**config.mk**
```make
export PLATFORM = sky130hd
export DESIGN_NAME = qrs_sqrt
export DESIGN_NICKNAME = d
export VERILOG_FILES = /design/src/rtl/core/quadratic_root_solver_defines.svh /design/src/rtl/core/qrs_pkg.sv /design/src/rtl/core/qrs_sqrt.sv
export SDC_FILE = /design/constraint.sdc
export NUM_CORES = 2
export LEC_CHECK = 0
export ABC_CLOCK_PERIOD_IN_PS = 2900
export BUFFER_PORTS_ARGS = -buffer_cell sky130_fd_sc_hd__buf_2
export CAP_MARGIN = 20
export CORE_ASPECT_RATIO = 1.2
export CORE_MARGIN = 2
export CORE_UTILIZATION = 48
export CTS_CLUSTER_DIAMETER = 120
export DETAILED_ROUTE_END_ITERATION = 7
export HOLD_SLACK_MARGIN = 0.15
export PLACE_DENSITY = 0.66
export SYNTH_ARGS = -nofsm -noshare
export SYNTH_HDL_FRONTEND = slang
export SYNTH_SLANG_ARGS = --single-unit
```
**constraint.sdc**
```tcl
create_clock -name clk -period 2.9 [get_ports clk]
set_input_delay 0.435 -clock clk [delete_from_list [all_inputs] [get_ports clk]]
set_output_delay 0.435 -clock clk [all_outputs]
set_load 0.01 [all_outputs]
```
**src/rtl/core/quadratic_root_solver_defines.svh**
```systemverilog
// ----------------------------------------------------------------------------
// quadratic root solver: assertion macros
// shared helpers for the concurrent checks of the solver
// ----------------------------------------------------------------------------
`ifndef QUADRATIC_ROOT_SOLVER_DEFINES_SVH
`define QUADRATIC_ROOT_SOLVER_DEFINES_SVH

// same-cycle implication on clk, quiet during reset
`define QRS_ASSERT_IMP(lbl, ante, cons) \
	lbl: assert property (@(posedge clk) disable iff (!arst_n) (ante) |-> (cons)) \
		else $error("qrs check failed");

// next-cycle implication on clk, quiet during reset
`define QRS_ASSERT_NXT(lbl, ante, cons) \
	lbl: assert property (@(posedge clk) disable iff (!arst_n) (ante) |=> (cons)) \
		else $error("qrs check failed");

`endif

```
**src/rtl/core/qrs_pkg.sv**
```systemverilog
// ----------------------------------------------------------------------------
// qrs_pkg
// shared constants and types of the quadratic root solver
// ----------------------------------------------------------------------------
package qrs_pkg;

	localparam int COEF_WIDTH_DEF = 16;
	localparam int OUT_WIDTH      = 34;
	localparam int SQRT_FRAC      = 16;
	localparam int B_SHIFT        = 8;
	localparam int N_SHIFT        = 7;

	typedef logic [1:0] status_t;

	localparam status_t STATUS_OK    = 2'd0;
	localparam status_t STATUS_NEG   = 2'd1;
	localparam status_t STATUS_AZERO = 2'd2;

endpackage

```
**src/rtl/core/qrs_sqrt.sv**
```systemverilog
// ----------------------------------------------------------------------------
// qrs_sqrt
// pipelined restoring integer square root, one root bit per stage
// ----------------------------------------------------------------------------
module qrs_sqrt import qrs_pkg::*; #(
	parameter int RW = COEF_WIDTH_DEF + 9,
	parameter int SW = 2 * COEF_WIDTH_DEF + 2
) (
	input  logic            clk,
	input  logic            arst_n,
	input  logic            en,
	input  logic            in_valid,
	input  logic [2*RW-1:0] x,
	input  logic [SW-1:0]   side_in,
	output logic            out_valid,
	output logic [RW-1:0]   root,
	output logic [SW-1:0]   side_out
);

	localparam int XW = 2 * RW;

	logic            vld_s  [RW];
	logic [RW+1:0]   rem_s  [RW];
	logic [RW-1:0]   root_s [RW];
	logic [XW-1:0]   x_s    [RW];
	logic [SW-1:0]   side_s [RW];

	for (genvar i = 0; i < RW; i++) begin : g_stage
		logic            v_p;
		logic [RW+1:0]   rem_p;
		logic [RW-1:0]   root_p;
		logic [XW-1:0]   x_p;
		logic [SW-1:0]   sd_p;
		logic [RW+3:0]   rem_sh, trial, diff;
		logic            take;

		if (i == 0) begin : g_first
			assign v_p    = in_valid;
			assign rem_p  = '0;
			assign root_p = '0;
			assign x_p    = x;
			assign sd_p   = side_in;
		end else begin : g_next
			assign v_p    = vld_s[i-1];
			assign rem_p  = rem_s[i-1];
			assign root_p = root_s[i-1];
			assign x_p    = x_s[i-1];
			assign sd_p   = side_s[i-1];
		end

		// bring down two radicand bits, try (root << 2) | 1
		always_comb begin
			rem_sh = {rem_p, x_p[XW-1 -: 2]};
			trial  = {2'b00, root_p, 2'b01};
			diff   = rem_sh - trial;
			take   = (rem_sh >= trial);
		end

		always_ff @(posedge clk or negedge arst_n) begin
			if (!arst_n)
				vld_s[i] <= 1'b0;
			else if (en)
				vld_s[i] <= v_p;
		end

		always_ff @(posedge clk) begin
			if (en) begin
				rem_s[i]  <= take ? diff[RW+1:0] : rem_sh[RW+1:0];
				root_s[i] <= {root_p[RW-2:0], take};
				x_s[i]    <= {x_p[XW-3:0], 2'b00};
				side_s[i] <= sd_p;
			end
		end
	end

	assign out_valid = vld_s[RW-1];
	assign root      = root_s[RW-1];
	assign side_out  = side_s[RW-1];

endmodule

```
* Word-level counts from Yosys, hierarchy flattened
Memory sizes are Yosys's and may differ from the RTL's.
Index checks and enable logic that the tools add are counted.
** Cells by class
- $add $sub $neg :: 25
- $lt $le $gt $ge :: 25
- Mux-type cells :: 27
** Operators with widths (count)
- $ge 29x27->1 :: 24
- $mux 27 :: 25
- $sub 27x27->27 :: 24
- $sub 2x1->3 const B :: 1
- $ge 2x1->1 const B :: 1
- $mux 1 :: 2
** Word-level totals
- Flip-flop bits (word level) :: 25
- Bits in writable memories :: 3350
- Bits of input ports :: 88
- Output and inout bits :: 60
- Memories :: 4
** Memories
- x_s :: words 25, bits a word 48, read ports 24, clocked after Yosys merged registers in 0, write ports 25, RTL line qrs_sqrt.sv:25 : logic [XW-1:0] x_s [RW];
- side_s :: words 25, bits a word 34, read ports 25, clocked after Yosys merged registers in 0, write ports 25, RTL line qrs_sqrt.sv:26 : logic [SW-1:0] side_s [RW];
- rem_s :: words 25, bits a word 27, read ports 24, clocked after Yosys merged registers in 0, write ports 25, RTL line qrs_sqrt.sv:23 : logic [RW+1:0] rem_s [RW];
- root_s :: words 25, bits a word 25, read ports 25, clocked after Yosys merged registers in 0, write ports 25, RTL line qrs_sqrt.sv:24 : logic [RW-1:0] root_s [RW];

* Logic depth before layout (Yosys ltp)
An unclocked memory read counts as a cell.
- Word-level depth :: 3
- Mapped depth :: 14
- Depth with buffers taken out :: 12

* Worst setup path after synthesis
Ideal clock, no wire load.
- Kind :: flip-flop to flip-flop
- Start point :: memory rem_s[2][162] (netlist bit)
- End point :: memory rem_s[2][196] (netlist bit), data pin
- Setup time :: 260 ps
- Data arrival time :: 2902 ps
- Path slack :: -262 ps
- Cell stages (with the launch flop) :: 11
- Path buffers :: 1
- Path through :: edfxtp_1 > ha_1 > o21a_1 > nor4_1 > or4_1 > a311oi_1 > a21oi_1 > o21ai_1 > a2111oi_1 > buf_2 > mux2_2
** RTL lines (RTL line)
- from (decl) :: qrs_sqrt.sv:23

==> results_dict.tcl <==
set metrics [dict create \
    status "finished with violations" \
    violations "negative setup slack" \
    drc_errors 0 \
    dr.pass1.iters 5 \
    io_pins 148 \
    cts_tree "yes" \
    synth_ff_type "edfxtp_1" \
    regArea_mm2 0.07227 \
    die_w_um 415.3 \
    first_global_vias 56080 \
    initial_core_util 0.4817 \
    timing.critical_path.buf_inv 0 \
    ant_nets 0 \
    synth.avg_cell_area_um2 15.31 \
    finalNetCount 8288 \
    die_height_um 497.5 \
    fillCellCount 14801 \
    netlist_instances 6364 \
    slew_headroom 0.3988 \
    cts_max_level 4 \
    synth_largest_area_cell "edfxtp_1" \
    finalPower_mw 89.77 \
    slowest_stage "or4_4" \
    use_met2 0.3220 \
    avgRoutedWirePerCell_um 17.04 \
    max_freq_ghz 0.3197 \
    grt_max_degree 131 \
    synth_common_cells "2386 x edfxtp_1, 444 x inv_1, 380 x nand2_1, 377 x nor2_1, 352 x ha_1" \
    grt_pass1_wl_mm 282.5 \
    cp_data_arrival_time_ns 3.71 \
    dp_hpwl_mm 123.8 \
    multi_input_area_mm2 0.02710 \
    ir_drop_v 0.0006843 \
    globalRouteMet3Util 0.02716 \
    final_hold_viol_count 0 \
    clk_latency_ns 0.89 \
    start_kind "flop" \
    synth.top_cell.area_share 0.7354 \
    clkTransAtPathRegs_ns 0.06 \
    ys_seq_area_frac 0.7419 \
    area_growth_syn_to_layout_pct 26.70 \
    clkSinkCount 2411 \
    grt_setup_unrepaired "yes" \
    yosysMostFrequentCell "edfxtp_1" \
    grt_usage 0.1704 \
    synthTopCellsByArea "edfxtp_1 74%, ha_1 4.5%, xnor2_1 2.2%" \
    syn-cell-area_mm2 0.09742 \
    synth_fp_nets 6804 \
    cp_max_fo 3 \
    setup_viol 134 \
    die_area_mm2 0.2066 \
    rows 181 \
    post-route-util 0.6104 \
    overflow 0 \
    powerDensity_mw_per_mm2 727.2 \
    max_stage_delay_ns 0.55 \
    drive_gt1_frac 0.2865 \
    drt_iter0_drc 2882 \
    cts.path.max_buffers 3 \
    worstMarginPinSlew_ns 0.8936 \
    path_cells "or4_4 > or4_4 > or3_4 > or3_4 > or3b_4 > nor4_4 > xor2_1" \
    core_mm2 0.2022 \
    dpl-instance-area_mm2 0.1086 \
    finalWirelength_mm 182.5 \
    finalSetupTns_ns -10.45 \
    gp_routability_congestion 0.9466 \
    power_leakage_nw 47.02 \
    ys_seq_elements 2411 \
    use_met1 0.1753 \
    async_reset_ff_frac 0.01037 \
    period_share 1.079 \
    synth.distinct_cells 87 \
    rrSetupSlack_ns -0.23 \
    cp-end-kind "flop" \
    worstHoldPathType "input port to flop" \
    skew_ns 0.07670 \
    path_delay_family "simple AND/OR/NAND/NOR gates" \
    critPathRequiredTime_ns 3.48 \
    grt_busiest_layer "met2" \
    synth_edf_count 2386 \
    cts_buffers 228 \
    crit_type "flop to flop" \
    yosysWarnings 0 \
    numPortBuffers 147 \
    slew_viol_final 0 \
    via_count 55123 \
    clockRootBuffer "clkbuf_16" \
    final.min_clock_period_ns 3.128 \
    antenna_found_initial 7 \
    fin_area_mm2 0.1234 \
    viasPerCell 5.147 \
    setup_slack_ns -0.2279 \
    maxCapViolations 0 \
]
==> cell type report <==
type                       instances  share of cell area
timing repair buffer            1339             0.09040
clock inverter                   172             0.01635
multi-input combinational       3420              0.2196
sequential                      2411              0.5855
tap                             2653             0.02689
inverter                         448             0.01374
clock buffer                     259             0.04742
antenna                            7           0.0001419
==> cell families after synthesis <==
group | after synthesis | synth area share
buf+inv | 534 | 0.02078
compound gates | 1059 | 0.06694
xor+xnor | 485 | 0.04360
fa+ha+maj | 352 | 0.04521
other cells | 1 | 0.00003849
flops | 2411 | 0.7419
simple gates | 1457 | 0.07415
mux | 65 | 0.007423
==> power by group <==
part / internal [mW] / switching, mW / leakage (nW)
clock: 17.4 / 13.0 / 3.80
sequential: 42.5 / 1.82 / 23.4
combinational: 7.32 / 7.68 / 19.9
==> per-layer routing <==
layer | vias to the layer above | part of all wire
li1 | 26868 | -
met1 | 26800 | 0.36
met2 | 981 | 0.54
met3 | 474 | 0.031
met4 | 0 | 0.062
met5 | - | 0
==> sequential cells by signal, indices dropped and copies added (netlist names) <==
name         cells
g_stage.v_p     24
out_valid        1
rem_s          611
root_s         325
side_s         850
x_s            600
==> placed cells by master, fill, tap and decap left out, types with 29 or more instances in the layout <==
| master | Yosys | final |
|---|---|---|
| o21ai_1 | 4 | 53 |
| nor2b_1 | 46 | 40 |
| dlygate4sd3_1 | 0 | 89 |
| a21o_1 | 112 | 111 |
| nand3_1 | 84 | 68 |
| nor4_1 | 80 | 37 |
| xor2_1 | 237 | 235 |
| nor3_1 | 138 | 105 |
| nor2_1 | 377 | 317 |
| buf_6 | 0 | 70 |
| ha_4 | 0 | 60 |
| or3_1 | 53 | 42 |
| inv_1 | 444 | 417 |
| xnor2_1 | 248 | 233 |
| buf_12 | 0 | 61 |
| buf_4 | 2 | 951 |
| edfxtp_1 | 2386 | 2386 |
| a21oi_1 | 326 | 268 |
| clkbuf_16 | 0 | 234 |
| nand2b_1 | 60 | 54 |
| ha_1 | 352 | 280 |
| clkinv_2 | 0 | 49 |
| o21ai_2 | 0 | 41 |
| clkinv_1 | 0 | 41 |
| nand4_1 | 49 | 49 |
| clkbuf_1 | 67 | 29 |
| mux2_2 | 55 | 49 |
| nor2_2 | 0 | 37 |
| buf_2 | 10 | 149 |
| a21oi_2 | 0 | 53 |
| bufinv_16 | 0 | 31 |
| o21a_1 | 72 | 68 |
| nand2_2 | 0 | 33 |
| o21ai_0 | 288 | 193 |
| nand2_1 | 380 | 331 |
==> stage by stage <==
stage / hold WS [ns] / instances / setup slack [ns]
final: 0.2476 / 10709 / -0.2279
after CTS: 0.1503 / 10578 / -0.2433
after global routing: 0.1871 / 10708 / -0.3351
after floorplan: 0.1394 / 6364 / -0.1589
after global placement: 0.4001 / 9970 / -0.4404
after detailed placement: 0.4045 / 9970 / -0.4950
==> final timing paths <==
kind | from | endpoint | depth (start not counted)
max in group asynchronous | arst_n | g_stage[11].v_p | 4
hold / removal | x[16] | x_s[0][16] | 2
setup reg to reg | rem_s[0][197] | rem_s[1][25] | 7
min in group asynchronous | arst_n | g_stage[4].v_p | 3
hold reg to reg | x_s[0][62] | x_s[0][112] | 0
setup / recovery | rem_s[0][197] | rem_s[1][25] | 7
==> timing repair <==
item / in CTS / in global routing
endpoints found under the setup margin: 417 / 460
pin swaps: 139 / 262
resized for setup: 409 / 552
gates cloned: 10 / 7
buffers inserted: 82 / 137
endpoints found under the hold margin: 197 / 0
hold buffers: 89 / 0
Note: power is estimated with default switching activity, not from simulation.
