==> src/rtl/core/quadratic_root_solver_defines.svh <==
// ----------------------------------------------------------------------------
// quadratic root solver: assertion macros
// shared helpers for the concurrent checks of the solver
// ----------------------------------------------------------------------------
`ifndef QUADRATIC_ROOT_SOLVER_DEFINES_SVH
`define QUADRATIC_ROOT_SOLVER_DEFINES_SVH

// same-cycle implication on clk, quiet during reset
`define QRS_ASSERT_IMP(lbl, ante, cons) \
	lbl: assert property (@(posedge clk) disable iff (!arst_n) (ante) |-> (cons)) \
		else $error("qrs check failed");

// next-cycle implication on clk, quiet during reset
`define QRS_ASSERT_NXT(lbl, ante, cons) \
	lbl: assert property (@(posedge clk) disable iff (!arst_n) (ante) |=> (cons)) \
		else $error("qrs check failed");

`endif

==> src/rtl/core/qrs_pkg.sv <==
// ----------------------------------------------------------------------------
// qrs_pkg
// shared constants and types of the quadratic root solver
// ----------------------------------------------------------------------------
package qrs_pkg;

	localparam int COEF_WIDTH_DEF = 16;
	localparam int OUT_WIDTH      = 34;
	localparam int SQRT_FRAC      = 16;
	localparam int B_SHIFT        = 8;
	localparam int N_SHIFT        = 7;

	typedef logic [1:0] status_t;

	localparam status_t STATUS_OK    = 2'd0;
	localparam status_t STATUS_NEG   = 2'd1;
	localparam status_t STATUS_AZERO = 2'd2;

endpackage

==> src/rtl/core/qrs_front.sv <==
// ----------------------------------------------------------------------------
// qrs_front
// two-stage front end: coefficient products, then discriminant and status
// ----------------------------------------------------------------------------
module qrs_front import qrs_pkg::*; #(
	parameter int W = COEF_WIDTH_DEF
) (
	input  logic              clk,
	input  logic              arst_n,
	input  logic              en,
	input  logic              in_valid,
	input  logic [W-1:0]      a,
	input  logic [W-1:0]      b,
	input  logic [W-1:0]      c,
	output logic              out_valid,
	output logic [2*W+17:0]   x,
	output status_t           status,
	output logic [W-1:0]      a_out,
	output logic [W-1:0]      b_out
);

	logic [W-1:0]   amag, bmag, cmag;
	logic           vld_s1, ac_pos_s1, a_zero_s1;
	logic [W-1:0]   a_s1, b_s1;
	logic [2*W-1:0] b2_s1, p_s1;
	logic [2*W+1:0] p4, b2x, dsub, dadd;
	logic           neg;
	logic           vld_s2;
	logic [2*W+17:0] x_s2;
	status_t        status_s2;
	logic [W-1:0]   a_s2, b_s2;

	assign amag = a[W-1] ? -a : a;
	assign bmag = b[W-1] ? -b : b;
	assign cmag = c[W-1] ? -c : c;

	always_ff @(posedge clk or negedge arst_n) begin
		if (!arst_n) begin
			vld_s1 <= 1'b0;
			vld_s2 <= 1'b0;
		end else if (en) begin
			vld_s1 <= in_valid;
			vld_s2 <= vld_s1;
		end
	end

	always_ff @(posedge clk) begin
		if (en) begin
			a_s1      <= a;
			b_s1      <= b;
			b2_s1     <= (2*W)'(bmag) * (2*W)'(bmag);
			p_s1      <= (2*W)'(amag) * (2*W)'(cmag);
			a_zero_s1 <= (a == '0);
			ac_pos_s1 <= (a != '0) && (c != '0) && (a[W-1] == c[W-1]);
		end
	end

	// no real roots when a and c share a sign and 4ac exceeds b*b
	assign p4   = {p_s1, 2'b00};
	assign b2x  = {2'b00, b2_s1};
	assign dsub = b2x - p4;
	assign dadd = b2x + p4;
	assign neg  = ac_pos_s1 && (b2x < p4);

	always_ff @(posedge clk) begin
		if (en) begin
			x_s2 <= {1'b0, (ac_pos_s1 ? dsub[2*W:0] : dadd[2*W:0]), {SQRT_FRAC{1'b0}}};
			if (a_zero_s1)
				status_s2 <= STATUS_AZERO;
			else if (neg)
				status_s2 <= STATUS_NEG;
			else
				status_s2 <= STATUS_OK;
			a_s2 <= a_s1;
			b_s2 <= b_s1;
		end
	end

	assign out_valid = vld_s2;
	assign x         = x_s2;
	assign status    = status_s2;
	assign a_out     = a_s2;
	assign b_out     = b_s2;

endmodule

==> config.mk <==
export PLATFORM = sky130hd
export DESIGN_NAME = qrs_front
export DESIGN_NICKNAME = d
export VERILOG_FILES = /design/src/rtl/core/quadratic_root_solver_defines.svh /design/src/rtl/core/qrs_pkg.sv /design/src/rtl/core/qrs_front.sv
export SDC_FILE = /design/constraint.sdc
export NUM_CORES = 1
export LEC_CHECK = 0
export BUFFER_PORTS_ARGS = -buffer_cell sky130_fd_sc_hd__buf_2
export CORE_MARGIN = 8
export CORE_UTILIZATION = 32
export DETAILED_ROUTE_END_ITERATION = 10
export PLACE_DENSITY = 0.58
export SLEW_MARGIN = 20
export SYNTH_ARGS = -nofsm -noshare
export SYNTH_HDL_FRONTEND = slang
export SYNTH_SLANG_ARGS = --single-unit
export TNS_END_PERCENT = 5
==> constraint.sdc <==
create_clock -name clk -period 4.2 [get_ports clk]
set_clock_uncertainty 0.1 [all_clocks]
set_input_delay 0 -clock clk [delete_from_list [all_inputs] [get_ports clk]]
set_output_delay 0 -clock clk [all_outputs]
set_load 0.01 [all_outputs]
# --- After elaboration in Yosys (flattened, before gate mapping) ---
# Cells that the tools add are included.
totals:
  regBits: 167
  input_bits: 52
  out_inout_bits: 85
  word_cells: 32
op_classes:
  add_sub_neg: 5
  mul: 2
  magnitude_cmp: 1
  eq_ne: 1
  mux: 5
  n_reduce_logical: 6
ops:
  columns: ["operator", "count"]
  rows:
  - ["multiplier 16 x 16 -> 32 bit", 2]
  - ["2-to-1 mux 16 bit", 3]
  - ["negator 16 bit", 3]
  - ["less-than comparator 32 x 34 -> 1 bit", 1]
  - ["adder 32 x 33 -> 33 bit", 1]
  - ["2-to-1 mux 33 bit", 1]
  - ["subtractor 32 x 33 -> 33 bit", 1]
  - ["nonzero test 16 bit", 2]
  - ["zero test 16 bit", 1]
  - ["logical AND 1 bit", 3]
  - ["equality test 1 bit", 1]
  - ["2-to-1 mux 1 bit", 1]

# --- Depth between registers and ports, before layout ---
depth:
  depth_word: 3
  ltp_mapped: 31

# --- Least setup slack after synthesis ---
# OpenSTA, ideal clock, no wires.
synth_path:
  path_type: "input to register"
  startpoint: "input port b[0]"
  endpoint: "register b2_s1[29] (data pin)"
  setup_ns: 0.259
  arrival_time_ns: 6.825
  t_required_ns: 3.841
  slack_ns: -2.984
  cell_stages: 28
  n_path_buf: 1
  cell_sequence: "inv_1 > clkbuf_1 > ha_1 > nand2_1 > o41ai_2 > xor2_1 > inv_2 > nand2_1 > inv_1 > fa_1 > inv_1 > fa_1 > inv_1 > fa_1 > fa_1 > fa_1 > inv_1 > fa_1 > inv_1 > ha_1 > a21o_1 > a21oi_1 > inv_1 > a2111oi_0 > o21ai_0 > nand4_1 > nand3_1 > xor2_1"
synth_between:
  elab_chain_len: 3
synth_rtl:
  columns: ["item", "line_no", "rtl"]
  rows:
  - ["start, declared", "qrs_front.sv:13", "input logic [W-1:0] b,"]
  - ["negator 16 bit", "qrs_front.sv:34", "assign bmag = b[W-1] ? -b : b;"]
  - ["2-to-1 mux 16 bit (*)", "qrs_front.sv:34", null]
  - ["multiplier 16 x 16 -> 32 bit (*)", "qrs_front.sv:51", "b2_s1 <= (2*W)'(bmag) * (2*W)'(bmag);"]
  - ["end signal, assigned", "qrs_front.sv:51", null]
  - ["end, declared", "qrs_front.sv:25", "logic [2*W-1:0] b2_s1, p_s1;"]
# Every way passes the cells marked *; elsewhere a longest branch is shown, timed or not.
# A chain may end at the register's enable or synchronous reset.

# --- Worst setup path in the final report ---
layout_path:
  startpoint: "input port a[3]"
  endpoint: "register p_s1[31] (data pin)"
layout_between:
  elab_chain_len: 3
layout_rtl:
  columns: ["item", "line_no", "rtl"]
  rows:
  - ["start, declared", "qrs_front.sv:12", "input logic [W-1:0] a,"]
  - ["negator 16 bit", "qrs_front.sv:33", "assign amag = a[W-1] ? -a : a;"]
  - ["2-to-1 mux 16 bit (*)", "qrs_front.sv:33", null]
  - ["multiplier 16 x 16 -> 32 bit (*)", "qrs_front.sv:52", "p_s1 <= (2*W)'(amag) * (2*W)'(cmag);"]
  - ["end signal, assigned", "qrs_front.sv:52", null]
  - ["end, declared", "qrs_front.sv:25", null]
# Marked as above.

==> flow_summary.yaml <==
cts:
  h-tree-depth: 4
  cts_buffer_depth: 2
  clock-sinks: 163
  clk_pin_slew_worst_paths_ns: 0.08
  numCtsBuffers: 17
  root_buffer: "clkbuf_16"
  cts_tree: "yes"
  clock_latency_ns: 0.49
floorplanning:
  num_io_pins: 137
  die_y_um: 292.0
  start_util: 0.3220
  die_width_um: 292.0
  fp.dieArea_um2: 85270
  row_count: 101
  core_area_um2: 75700
synth:
  ys.flop_type: "edfxtp_1"
  syn-instance-count: 2538
  yosys_warnings: 0
  syn_area_um2: 24380
  async_flop_share: 0.01227
  synth-edff-count: 161
  ys_ff_latch: 163
  synth.distinct_cells: 77
  avgSynthCellArea_um2: 9.605
  ys_seq_area_frac: 0.2004
setup_path:
  crit_arrival_ns: 6.69
  cp-start-kind: "primary input"
  critical_path_required_ns: 4.35
  crit_type: "in -> reg"
  cp_max_fo: 4
  setup.worst_path.end_class: "flop"
  rr_worst_depth: 16
final_layout:
  instances_no_fill: 4188
  diodes: 0
  fin_area_um2: 32180
  nets: 3872
  layout-drive-gt1-share: 0.2720
  area_growth_syn_to_layout_pct: 32.01
drt:
  first_pass_iters: 5
  wl_um: 64470
  drtIter0Drc: 1047
  vias: 19689
  drcViolationCount: 0
  viasPerCell: 4.701
  wire_per_inst_um: 15.39
  ant_nets: 0
placement:
  gp_congestion: 0.8882
  dpl.hpwl_um: 54530
  dp_cells: 4105
  place_area_um2: 30230
  dp_slack_ns: -3.152
  port_buffers: 118
sta:
  period_minus_slack_ns: 6.545
  setup_ws_ns: -2.345
  fmax_ghz: 0.1528
  tightest_slew_ns: 0.6573
  setup_tns_ns: -83.56
  rsz0062_at_grt: "yes"
  fin_crit_sh: 1.558
  setup_violations: 52
  hold_violations: 0
  drv_slew: 0
  relSlewSlack: 0.5618
hold_path:
  whs_path_depth: 4
  hold_path_class: "in -> reg"
grt:
  grt_pass1_vias: 20367
  top_usage_layer: "met2"
  grt.overflow.total: 0
  grt_usage: 0.1548
  grt_antenna_before_repair: 1
  use_met3: 0.02164
  globalRouteMet2Util: 0.2496
  grt_start_max_net_pins: 58
  grt_pass1_wl_um: 105700
  met1_usage: 0.2128
job:
  cap_viol_max_count: 0
status:
  violations: "setup timing"
  outcome: "complete, but fails checks"
-- worst max-delay path, stage by stage --
cell      delay [ns]
buf_2           0.10
or4_4           0.55
nor4_4          0.23
nand2b_4        0.15
nor3_4          0.21
a21o_4          0.21
xor2_4          0.16
nor2_2          0.06
fa_1            0.54
inv_2           0.04
fa_1            0.49
inv_2           0.04
fa_1            0.50
fa_1            0.51
fa_1            0.49
inv_1           0.05
fa_1            0.49
inv_2           0.04
ha_4            0.20
a21o_1          0.18
o21bai_4        0.16
a221o_1         0.31
a221oi_2        0.26
o31ai_2         0.14
a221o_1         0.32
a21oi_2         0.15
xnor2_1         0.07
-- repair_timing --
| item | CTS | global route |
|---|---|---|
| gates cloned | 0 | 0 |
| setup buffers | 3 | 11 |
| endpoints found under the setup margin | 53 | 58 |
| resized for setup | 101 | 86 |
| hold buffers | 38 | 0 |
| hold endpoints to repair | 90 | 0 |
| pin swaps | 30 | 61 |
-- registers in the layout, indices dropped and copies added, names as in the netlist --
name and flops:
vld_s1 1, a_zero_s1 1, out_valid 1, a_s1 16, b_s1 16, ac_pos_s1 1, b2_s1 30, a_out 16
p_s1 32, x 31, status 2, b_out 16
-- worst paths after layout --
path / endpoint / slack, ns / start
worst max-delay path: p_s1[31] / -2.35 / a[3]
worst min-delay path: a_zero_s1 / 0.04 / a[11]
worst max register to register: x[46] / -0.04 / p_s1[5]
worst min register to register: b_out[11] / 0.31 / b_s1[11]
max in group asynchronous: out_valid / 3.59 / arst_n
min in group asynchronous: vld_s1 / 0.29 / arst_n
-- metrics by stage --
| stage | utilization | hold WS, ns |
|---|---|---|
| 6_report | 0.4251 | 0.03687 |
| 4_1_cts | 0.4195 | 0.005634 |
| 3_5_place_dp | 0.3993 | -0.3121 |
| 5_1_grt | 0.4251 | 0.02723 |
| 3_3_place_gp | 0.3993 | -0.3127 |
| 2_1_floorplan | - | -0.3956 |
-- per-layer routing --
layer,part of all wire,vias to the layer above
met5,0,-
met2,0.47,432
met3,0.048,73
li1,-,9434
met1,0.45,9750
met4,0.026,0
-- placed cells by master, fill, tap and decap left out, types with 10 or more instances in the layout --
cell	count
buf_4	506
inv_1	482
fa_1	348
ha_1	246
nand2_1	242
nor2_1	235
edfxtp_1	161
buf_2	114
xnor2_1	107
a21oi_1	71
a21o_1	67
xor2_1	48
o21ai_0	44
dlygate4sd3_1	38
conb_1	29
nand3_1	23
inv_2	21
a31oi_1	21
a21oi_2	19
nor3_1	17
ha_4	17
clkbuf_16	17
nand4_1	16
nand2b_1	15
nor2_2	14
o21ai_1	14
buf_6	14
buf_12	14
and2_1	11
and3_1	11
fa_2	11
xor2_2	10
o21bai_1	10
-- synth_stat cells, types with 3 or more instances --
master | number | share of area
buf_4 | 19 | 0.0059
edfxtp_1 | 161 | 0.20
nand2b_1 | 16 | 0.0041
o31ai_1 | 8 | 0.0025
inv_1 | 501 | 0.077
and2_1 | 11 | 0.0028
a31o_2 | 5 | 0.0018
o31ai_2 | 4 | 0.0021
a211oi_1 | 9 | 0.0028
nor2_1 | 251 | 0.039
o211ai_1 | 3 | 0.00092
inv_2 | 4 | 0.00062
nand4_1 | 16 | 0.0041
o21ai_1 | 5 | 0.0010
ha_1 | 264 | 0.14
o41ai_2 | 3 | 0.0020
and4_1 | 3 | 0.0011
or4_1 | 3 | 0.00092
nor2b_1 | 7 | 0.0018
and3_1 | 13 | 0.0033
a21oi_1 | 89 | 0.018
xor2_1 | 57 | 0.020
o311ai_0 | 3 | 0.0011
o21bai_1 | 12 | 0.0037
nor3_1 | 20 | 0.0041
buf_2 | 6 | 0.0012
a31oi_1 | 22 | 0.0056
fa_1 | 359 | 0.29
a41oi_1 | 5 | 0.0018
o21a_1 | 8 | 0.0025
o21ai_0 | 64 | 0.013
xnor2_1 | 114 | 0.041
clkinv_1 | 3 | 0.00046
a21o_1 | 67 | 0.021
xor2_2 | 4 | 0.0027
nor4_2 | 3 | 0.0015
a221o_1 | 5 | 0.0021
clkbuf_1 | 47 | 0.0072
a2111oi_0 | 3 | 0.0011
nor4_1 | 9 | 0.0023
nand3_1 | 23 | 0.0047
nand2_1 | 256 | 0.039
-- layout make-up --
| cell class | instances | area, µm² |
|---|---|---|
| fillers | 7327 | 43520 |
| multi-input cells | 1820 | 18310 |
| repair buffers | 687 | 5202 |
| flip-flops and latches | 163 | 4885 |
| inverters | 508 | 1919 |
| well taps | 978 | 1224 |
| clock buffers | 17 | 425.4 |
| clock inverters | 15 | 215.2 |
-- cells by family after synthesis --
| kind of cell | count (synthesis) | share of synthesized area |
|---|---|---|
| flops | 163 | 0.2004 |
| xor+xnor | 176 | 0.06477 |
| compound gates | 344 | 0.09496 |
| other cells | 2 | 0.0003081 |
| mux | 4 | 0.001745 |
| fa+ha+maj | 623 | 0.4303 |
| buf+inv | 582 | 0.09285 |
| simple gates | 644 | 0.1147 |
Power is not shown: default switching activity piles up to over one toggle a cycle in this logic, so the estimate is an artifact.
